File: src/rtl/tccs_pkg.sv
`timescale 1ns / 1ps
// ----------------------------------------------------------------------------
// tccs_pkg
// Shared types and constants for the text console: operation and character
// codes, the classified command passed from front to back, queue depth.
// ----------------------------------------------------------------------------
package tccs_pkg;

    localparam int CHAR_W      = 8;
    localparam int QUEUE_DEPTH = 2;
    localparam int TAB_STEP    = 4;

    typedef enum logic [1:0] {
        OP_PUT    = 2'd0,
        OP_SETCUR = 2'd1,
        OP_CLEAR  = 2'd2,
        OP_READ   = 2'd3
    } t_op;

    localparam logic [CHAR_W-1:0] CH_NUL = 8'd0;
    localparam logic [CHAR_W-1:0] CH_BS  = 8'd8;
    localparam logic [CHAR_W-1:0] CH_TAB = 8'd9;
    localparam logic [CHAR_W-1:0] CH_LF  = 8'd10;
    localparam logic [CHAR_W-1:0] CH_CR  = 8'd13;
    localparam logic [CHAR_W-1:0] CH_DEL = 8'd127;

    typedef enum logic [3:0] {
        KIND_NOP    = 4'd0,
        KIND_BS     = 4'd1,
        KIND_TAB    = 4'd2,
        KIND_NL     = 4'd3,
        KIND_DEL    = 4'd4,
        KIND_CHAR   = 4'd5,
        KIND_SETCUR = 4'd6,
        KIND_CLEAR  = 4'd7,
        KIND_READ   = 4'd8
    } t_kind;

    typedef struct packed {
        t_kind             kind;
        logic [CHAR_W-1:0] code;
        logic [7:0]        col;
        logic [7:0]        row;
        logic              in_range;
    } t_cmd;

endpackage

File: src/rtl/tccs_front.sv
`timescale 1ns / 1ps
// ----------------------------------------------------------------------------
// tccs_front
// Input side: classify each beat into a command, clamp cursor targets,
// range-check reads, and hold commands in a short queue for the back end.
// ----------------------------------------------------------------------------
module tccs_front #(
    parameter int COLUMNS = 80,
    parameter int ROWS    = 25
) (
    input  logic                 i_clk,
    input  logic                 i_rst_n,
    input  logic                 i_valid,
    output logic                 o_stall,
    input  logic [1:0]           i_op,
    input  logic [7:0]           i_char_code,
    input  logic [7:0]           i_col,
    input  logic [7:0]           i_row,
    output logic                 o_cmd_valid,
    output tccs_pkg::t_cmd       o_cmd,
    input  logic                 i_cmd_pop
);
    import tccs_pkg::*;

    localparam int PW = $clog2(QUEUE_DEPTH);

    t_cmd            w_cmd;
    t_cmd            r_q [QUEUE_DEPTH];
    logic [PW-1:0]   r_wr_ptr;
    logic [PW-1:0]   r_rd_ptr;
    logic [PW:0]     r_count;
    logic [PW:0]     n_count;
    logic            w_push;
    logic            w_pop;

    always_comb begin
        w_cmd          = '0;
        w_cmd.code     = i_char_code;
        w_cmd.col      = i_col;
        w_cmd.row      = i_row;
        w_cmd.in_range = (i_col < COLUMNS) && (i_row < ROWS);
        unique case (i_op)
            OP_PUT: begin
                unique case (i_char_code)
                    CH_NUL:        w_cmd.kind = KIND_NOP;
                    CH_BS:         w_cmd.kind = KIND_BS;
                    CH_TAB:        w_cmd.kind = KIND_TAB;
                    CH_LF, CH_CR:  w_cmd.kind = KIND_NL;
                    CH_DEL:        w_cmd.kind = KIND_DEL;
                    default:       w_cmd.kind = KIND_CHAR;
                endcase
            end
            OP_SETCUR: begin
                w_cmd.kind = KIND_SETCUR;
                if (i_col >= COLUMNS) begin
                    w_cmd.col = 8'(COLUMNS - 1);
                end
                if (i_row >= ROWS) begin
                    w_cmd.row = 8'(ROWS - 1);
                end
            end
            OP_CLEAR: w_cmd.kind = KIND_CLEAR;
            OP_READ:  w_cmd.kind = KIND_READ;
            default:  w_cmd.kind = KIND_NOP;
        endcase
    end

    assign o_stall     = (r_count == (PW+1)'(QUEUE_DEPTH));
    assign o_cmd_valid = (r_count != '0);
    assign o_cmd       = r_q[r_rd_ptr];
    assign w_push      = i_valid && !o_stall;
    assign w_pop       = i_cmd_pop && o_cmd_valid;

    always_comb begin
        n_count = r_count;
        if (w_push && !w_pop) begin
            n_count = r_count + (PW+1)'(1);
        end else if (!w_push && w_pop) begin
            n_count = r_count - (PW+1)'(1);
        end
    end

    always_ff @(posedge i_clk) begin
        if (!i_rst_n) begin
            r_count  <= '0;
            r_wr_ptr <= '0;
            r_rd_ptr <= '0;
        end else begin
            r_count <= n_count;
            if (w_push) begin
                r_wr_ptr <= r_wr_ptr + PW'(1);
            end
            if (w_pop) begin
                r_rd_ptr <= r_rd_ptr + PW'(1);
            end
        end
    end

    always_ff @(posedge i_clk) begin
        if (w_push) begin
            r_q[r_wr_ptr] <= w_cmd;
        end
    end

endmodule

File: config.mk
export PLATFORM = sky130hd
export DESIGN_NAME = tccs_front
export DESIGN_NICKNAME = d
export VERILOG_FILES = /design/src/rtl/tccs_pkg.sv /design/src/rtl/tccs_front.sv
export SDC_FILE = /design/constraint.sdc
export NUM_CORES = 1
export LEC_CHECK = 0
export ABC_AREA = 1
export BUFFER_PORTS_ARGS = -buffer_cell sky130_fd_sc_hd__buf_2
export CORE_MARGIN = 4
export CORE_UTILIZATION = 37
export DETAILED_ROUTE_END_ITERATION = 16
export SLEW_MARGIN = 20
export SYNTH_ARGS = -nofsm -noshare
export SYNTH_HDL_FRONTEND = slang
export SYNTH_SLANG_ARGS = --single-unit
File: constraint.sdc
create_clock -name i_clk -period 4.4 [get_ports i_clk]
set_input_delay 1.32 -clock i_clk [delete_from_list [all_inputs] [get_ports i_clk]]
set_output_delay 1.32 -clock i_clk [all_outputs]
set_load 0.05 [all_outputs]
## Word level (Yosys, flattened, before mapping)

Memories as Yosys holds them, arrays and structs flattened. A register that Yosys moved wholly into a read port is not among the register bits.
Index checks and enable logic that the tools add are counted.

| cells by class | value |
|---|---|
| add/sub/neg operators | 4 |
| order comparisons | 4 |
| eq/ne operators | 9 |
| multiplexer cells | 11 |
| reductions and logical operators | 13 |

Operators by type and width:

| cell | number |
|---|---|
| $eq 8x4->1 const B | 4 |
| $mux 16 | 1 |
| $mux 8 | 2 |
| $pmux 4 s4 | 1 |
| $pmux 3 s5 | 1 |
| $eq 8x7->1 const B | 1 |
| $ge 8x5->1 const B | 1 |
| $ge 8x7->1 const B | 1 |
| $logic_not 8->1 | 1 |
| $lt 8x5->1 const B | 1 |
| $lt 8x7->1 const B | 1 |
| $eq 2x2->1 const B | 3 |
| $logic_and 1x1->1 | 5 |
| $mux 1 | 4 |
| $mux 2 | 2 |
| $reduce_bool 2->1 | 2 |
| $logic_not 1->1 | 3 |
| $add 1x1->1 const B | 2 |
| $add 2x1->2 const B | 1 |
| $eq 2x1->1 const B | 1 |
| $logic_not 2->1 | 1 |
| $reduce_or 2->1 | 1 |
| $sub 2x1->2 const B | 1 |

| storage, ports and cells | value |
|---|---|
| bits in registers | 4 |
| memory bits (writable) | 58 |
| memories | 1 |

Memories:

| memory | depth | width | read ports | clocked after Yosys merged registers in | write ports | RTL line | text |
|---|---|---|---|---|---|---|---|
| r_q | 2 | 29 | 1 | 1 | 1 | tccs_front.sv:28 | `t_cmd r_q [QUEUE_DEPTH];` |

## Logic depth before layout (Yosys ltp)

| depth | value |
|---|---|
| depth in word-level cells | 7 |
| depth in mapped cells | 10 |
| gate-level depth less buffers | 10 |

## Least setup slack after synthesis

OpenSTA, ideal clock, no wires.

| timing path | value |
|---|---|
| path type | input port to flip-flop |
| from | input port i_valid |
| to | memory r_q[1][0] (netlist name), enable pin |
| setup time | 0.416 ns |
| arrival time | 2.714 ns |
| required time | 3.984 ns |
| path slack | 1.269 ns |
| cell stages on the path | 2 |
| cells stage by stage | o21ai_0 -> nor2_1 |

| on the way | value |
|---|---|
| cells in the longest elaborated chain, start to end | 3 |

Ends and longest elaborated chain:

| item | RTL line | text |
|---|---|---|
| start: declaration | tccs_front.sv:13 | `input logic i_valid,` |
| $logic_and 1x1->1 | tccs_front.sv:71 | `assign w_push = i_valid && !o_stall;` |
| $mux 1 | tccs_front.sv:100 | `if (w_push) begin` |
| $mux 1 (implied by the code) | tccs_front.sv:101 | `r_q[r_wr_ptr] <= w_cmd;` |
| end: declaration | tccs_front.sv:28 |  |

Every way passes these cells.

==> results.cfg <==
[status]
run_status = finished, final reports clean

[run]
maxCapViolations = 0

[drt]
wl_um = 4850
detailedRoute.firstPassIterationCount = 6
final_antenna_net_count = 0
post_drt_wl_per_cell_um = 12.5
drt_drc_violations_left = 0
drt-initial-drc-count = 44
route.detailed.vias_per_inst = 4.37
route.vias.total = 1691

[placement]
final_wtd_congestion = 0.746
place_worst_setup_slack_ns = 1.56
place.detailed.hpwl_um = 3400
place.port_buffers = 60

[floorplan]
dieHeight_um = 93.9
die-area_um2 = 8820
core_area_um2 = 7210
fp.dieW_um = 93.9
start_util_pct = 37.8
placement_rows = 31
design.portCount = 61

[logic_synthesis]
synth_cell_types = 19
syn_avg_cell_area_um2 = 12.8
synthDominantCellAreaShare_pct = 63.8
ys_warn_count = 0
synth-seq-area-share_pct = 67.5
synthMostInstantiatedCell = sky130_fd_sc_hd__edfxtp_1
synth_enable_flop_cells = 58
synth_area_leaders = sky130_fd_sc_hd__edfxtp_1, sky130_fd_sc_hd__mux2_2, sky130_fd_sc_hd__inv_1
synth_fp_nets = 248
asyncSetResetFlopFracSynth_pct = 0
netlist_instances = 213
synth_commonest_cells = sky130_fd_sc_hd__edfxtp_1, sky130_fd_sc_hd__inv_1, sky130_fd_sc_hd__mux2_2
synth_area_leader_cell = sky130_fd_sc_hd__edfxtp_1
syn_area_um2 = 2730
synth-main-ff-cell = sky130_fd_sc_hd__edfxtp_1
ys_seq_elements = 63

[global_route]
first_global_vias = 1638
grt_use_met3_pct = 4.01
met1_usage_pct = 12.9
grt_remaining_overflow = 0
met2_track_usage_gr_pct = 18.7
grt_use_total_pct = 11.3
antenna_found_initial = 0
grt_pass1_wl_um = 7350
global_route.peak_usage_layer = met2
grt_start_max_net_pins = 31

[timing]
timing_max_transition_violations_final = 0
final_critical_path_setup_slack_ns = 1.29
unrepaired_setup_endpoints_after_global_routing = false
worstMarginPinSlew_ns = 0.882
setup_viol = 0
clock.fmax_ghz = 0.322
finalWorstPathRequiredPeriod_ns = 3.11
timing.hold.ws_ns = 0.472
totalNegativeSetupSlack_ns = 0
clock_skew_ns = 0.0105
final.period_utilization_pct = 70.6
max_slew_margin_pct = 41.1
finalHoldViolCount = 0

[clocking]
cts_resized = 0
ctsLongestPathBuffers = 2
cts.repair_timing.setup_buffer_count = 0
ctsRootBufferMaster = sky130_fd_sc_hd__clkbuf_8
clock_sink_count = 63
clock_insertion_delay_at_the_later_pin_of_the_skew_report_ns = 0.33
cts-htree-levels = 3
cts-buffers-inserted = 9
cts_tree = yes
hold_buffers = 0
clk_pin_slew_ns = 0.07

[cells_and_area]
n_antenna_cell = 0
relative_area_change_from_synthesis_to_final_layout_pct = 23.3
final_net_count = 318
drive_above_1_share_pct = 39.9
fin_util_pct = 46.7
filler_cells_inserted = 685

[setup_path]
setup.worst_path.class = reg2out
cp_max_fo = 11
data_arrival_time_of_the_worst_path_ns = 1.79
timing.critical_path.to_type = output port
worst-endpoint-required_ns = 3.08
crit_path_start_kind = flip-flop

[power]
switching_share_pct = 36.4
pwr_density_cell_nw_per_um2 = 590
clock_power_share_pct = 26.2
reg_power_share_pct = 39.9
internal_power_of_the_cells_w = 0.00126
p_leak_nw = 1.41
total_switching_power_w = 0.000723
combinationalPowerShare_pct = 33.9
max-vdd-ir-drop_mv = 0.190

[worst_hold_path]
worstHoldPathType = reg2reg
-- power groups by stage --
stage          Clock [W]  Sequential [W]  Combinational, W
5_1_grt         0.000563        0.000801          0.000714
4_1_cts         0.000535        0.000795          0.000684
2_1_floorplan          0        0.000792          0.000543
3_5_place_dp           0        0.000808          0.000682
6_report        0.000520        0.000792          0.000673
3_3_place_gp           0        0.000804          0.000681
-- logic make-up after synthesis --
kind of cell / after synthesis / synth area share, %
flip-flops: 63 / 67.5
buffers and inverters: 34 / 5.13
AO/OA/AOI/OAI: 16 / 3.16
multiplexers: 29 / 12.0
adder cells (fa/ha/maj): 5 / 2.29
AND/OR/NAND/NOR: 66 / 9.99
-- sequential cells by signal, summed over array words and instances, names as in the netlist, named ones only --
register and cells:
r_count 2, r_q 58, r_rd_ptr 1, r_wr_ptr 1
-- layout make-up --
type	instances	area (um2)	share of cell area [%]
clock buffer	12	135	4.01
tap	99	124	3.68
inverter	31	116	3.46
timing repair buffer	62	315	9.37
sequential	63	1840	54.7
multi-input combinational	116	763	22.7
clock inverter	4	70.1	2.08
-- worst max-delay path, cell delays in order, from the launching register on --
cell	delay (ns)
sky130_fd_sc_hd__dfxtp_1	0.59
sky130_fd_sc_hd__buf_4	0.29
sky130_fd_sc_hd__mux2_2	0.36
sky130_fd_sc_hd__buf_2	0.21
-- layout by cell type, fill, tap and decap left out --
cell and count:
sky130_fd_sc_hd__a21oi_1 7, sky130_fd_sc_hd__buf_2 60, sky130_fd_sc_hd__buf_4 2, sky130_fd_sc_hd__bufinv_16 2, sky130_fd_sc_hd__clkbuf_1 3, sky130_fd_sc_hd__clkbuf_8 9, sky130_fd_sc_hd__clkinv_2 2, sky130_fd_sc_hd__dfxtp_1 5
sky130_fd_sc_hd__edfxtp_1 58, sky130_fd_sc_hd__ha_1 5, sky130_fd_sc_hd__inv_1 30, sky130_fd_sc_hd__inv_2 1, sky130_fd_sc_hd__mux2_2 29, sky130_fd_sc_hd__nand2_1 28, sky130_fd_sc_hd__nand2_2 2, sky130_fd_sc_hd__nand3_1 4
sky130_fd_sc_hd__nand4_1 1, sky130_fd_sc_hd__nor2_1 24, sky130_fd_sc_hd__nor2_2 1, sky130_fd_sc_hd__nor2_4 2, sky130_fd_sc_hd__o21ai_0 8, sky130_fd_sc_hd__o21bai_2 1, sky130_fd_sc_hd__or2_2 4
-- final timing paths --
check / from / end / slack (ns) / depth (start not counted)
hold reg to reg: r_rd_ptr / r_rd_ptr / 0.47 / 2
hold / removal: r_rd_ptr / r_rd_ptr / 0.47 / 2
setup reg to reg: r_count[1] / r_count[1] / 2.43 / 8
setup / recovery: flip-flop / o_cmd[13] / 1.29 / 3
-- per-stage QoR --
step | instance area, um2 | total power (W) | cells
2_1_floorplan | 2730 | 0.00134 | 213
3_3_place_gp | 3160 | 0.00148 | 371
3_5_place_dp | 3160 | 0.00149 | 371
4_1_cts | 3370 | 0.00201 | 387
5_1_grt | 3370 | 0.00208 | 387
6_report | 3370 | 0.00199 | 387
-- per-layer routing --
metal	vias up	wire length [um]
met4	0	41
li1	863	-
met5	-	0
met2	27	2440
met3	4	186
met1	797	2180
No activity file was read; power rests on OpenSTA's default activity.
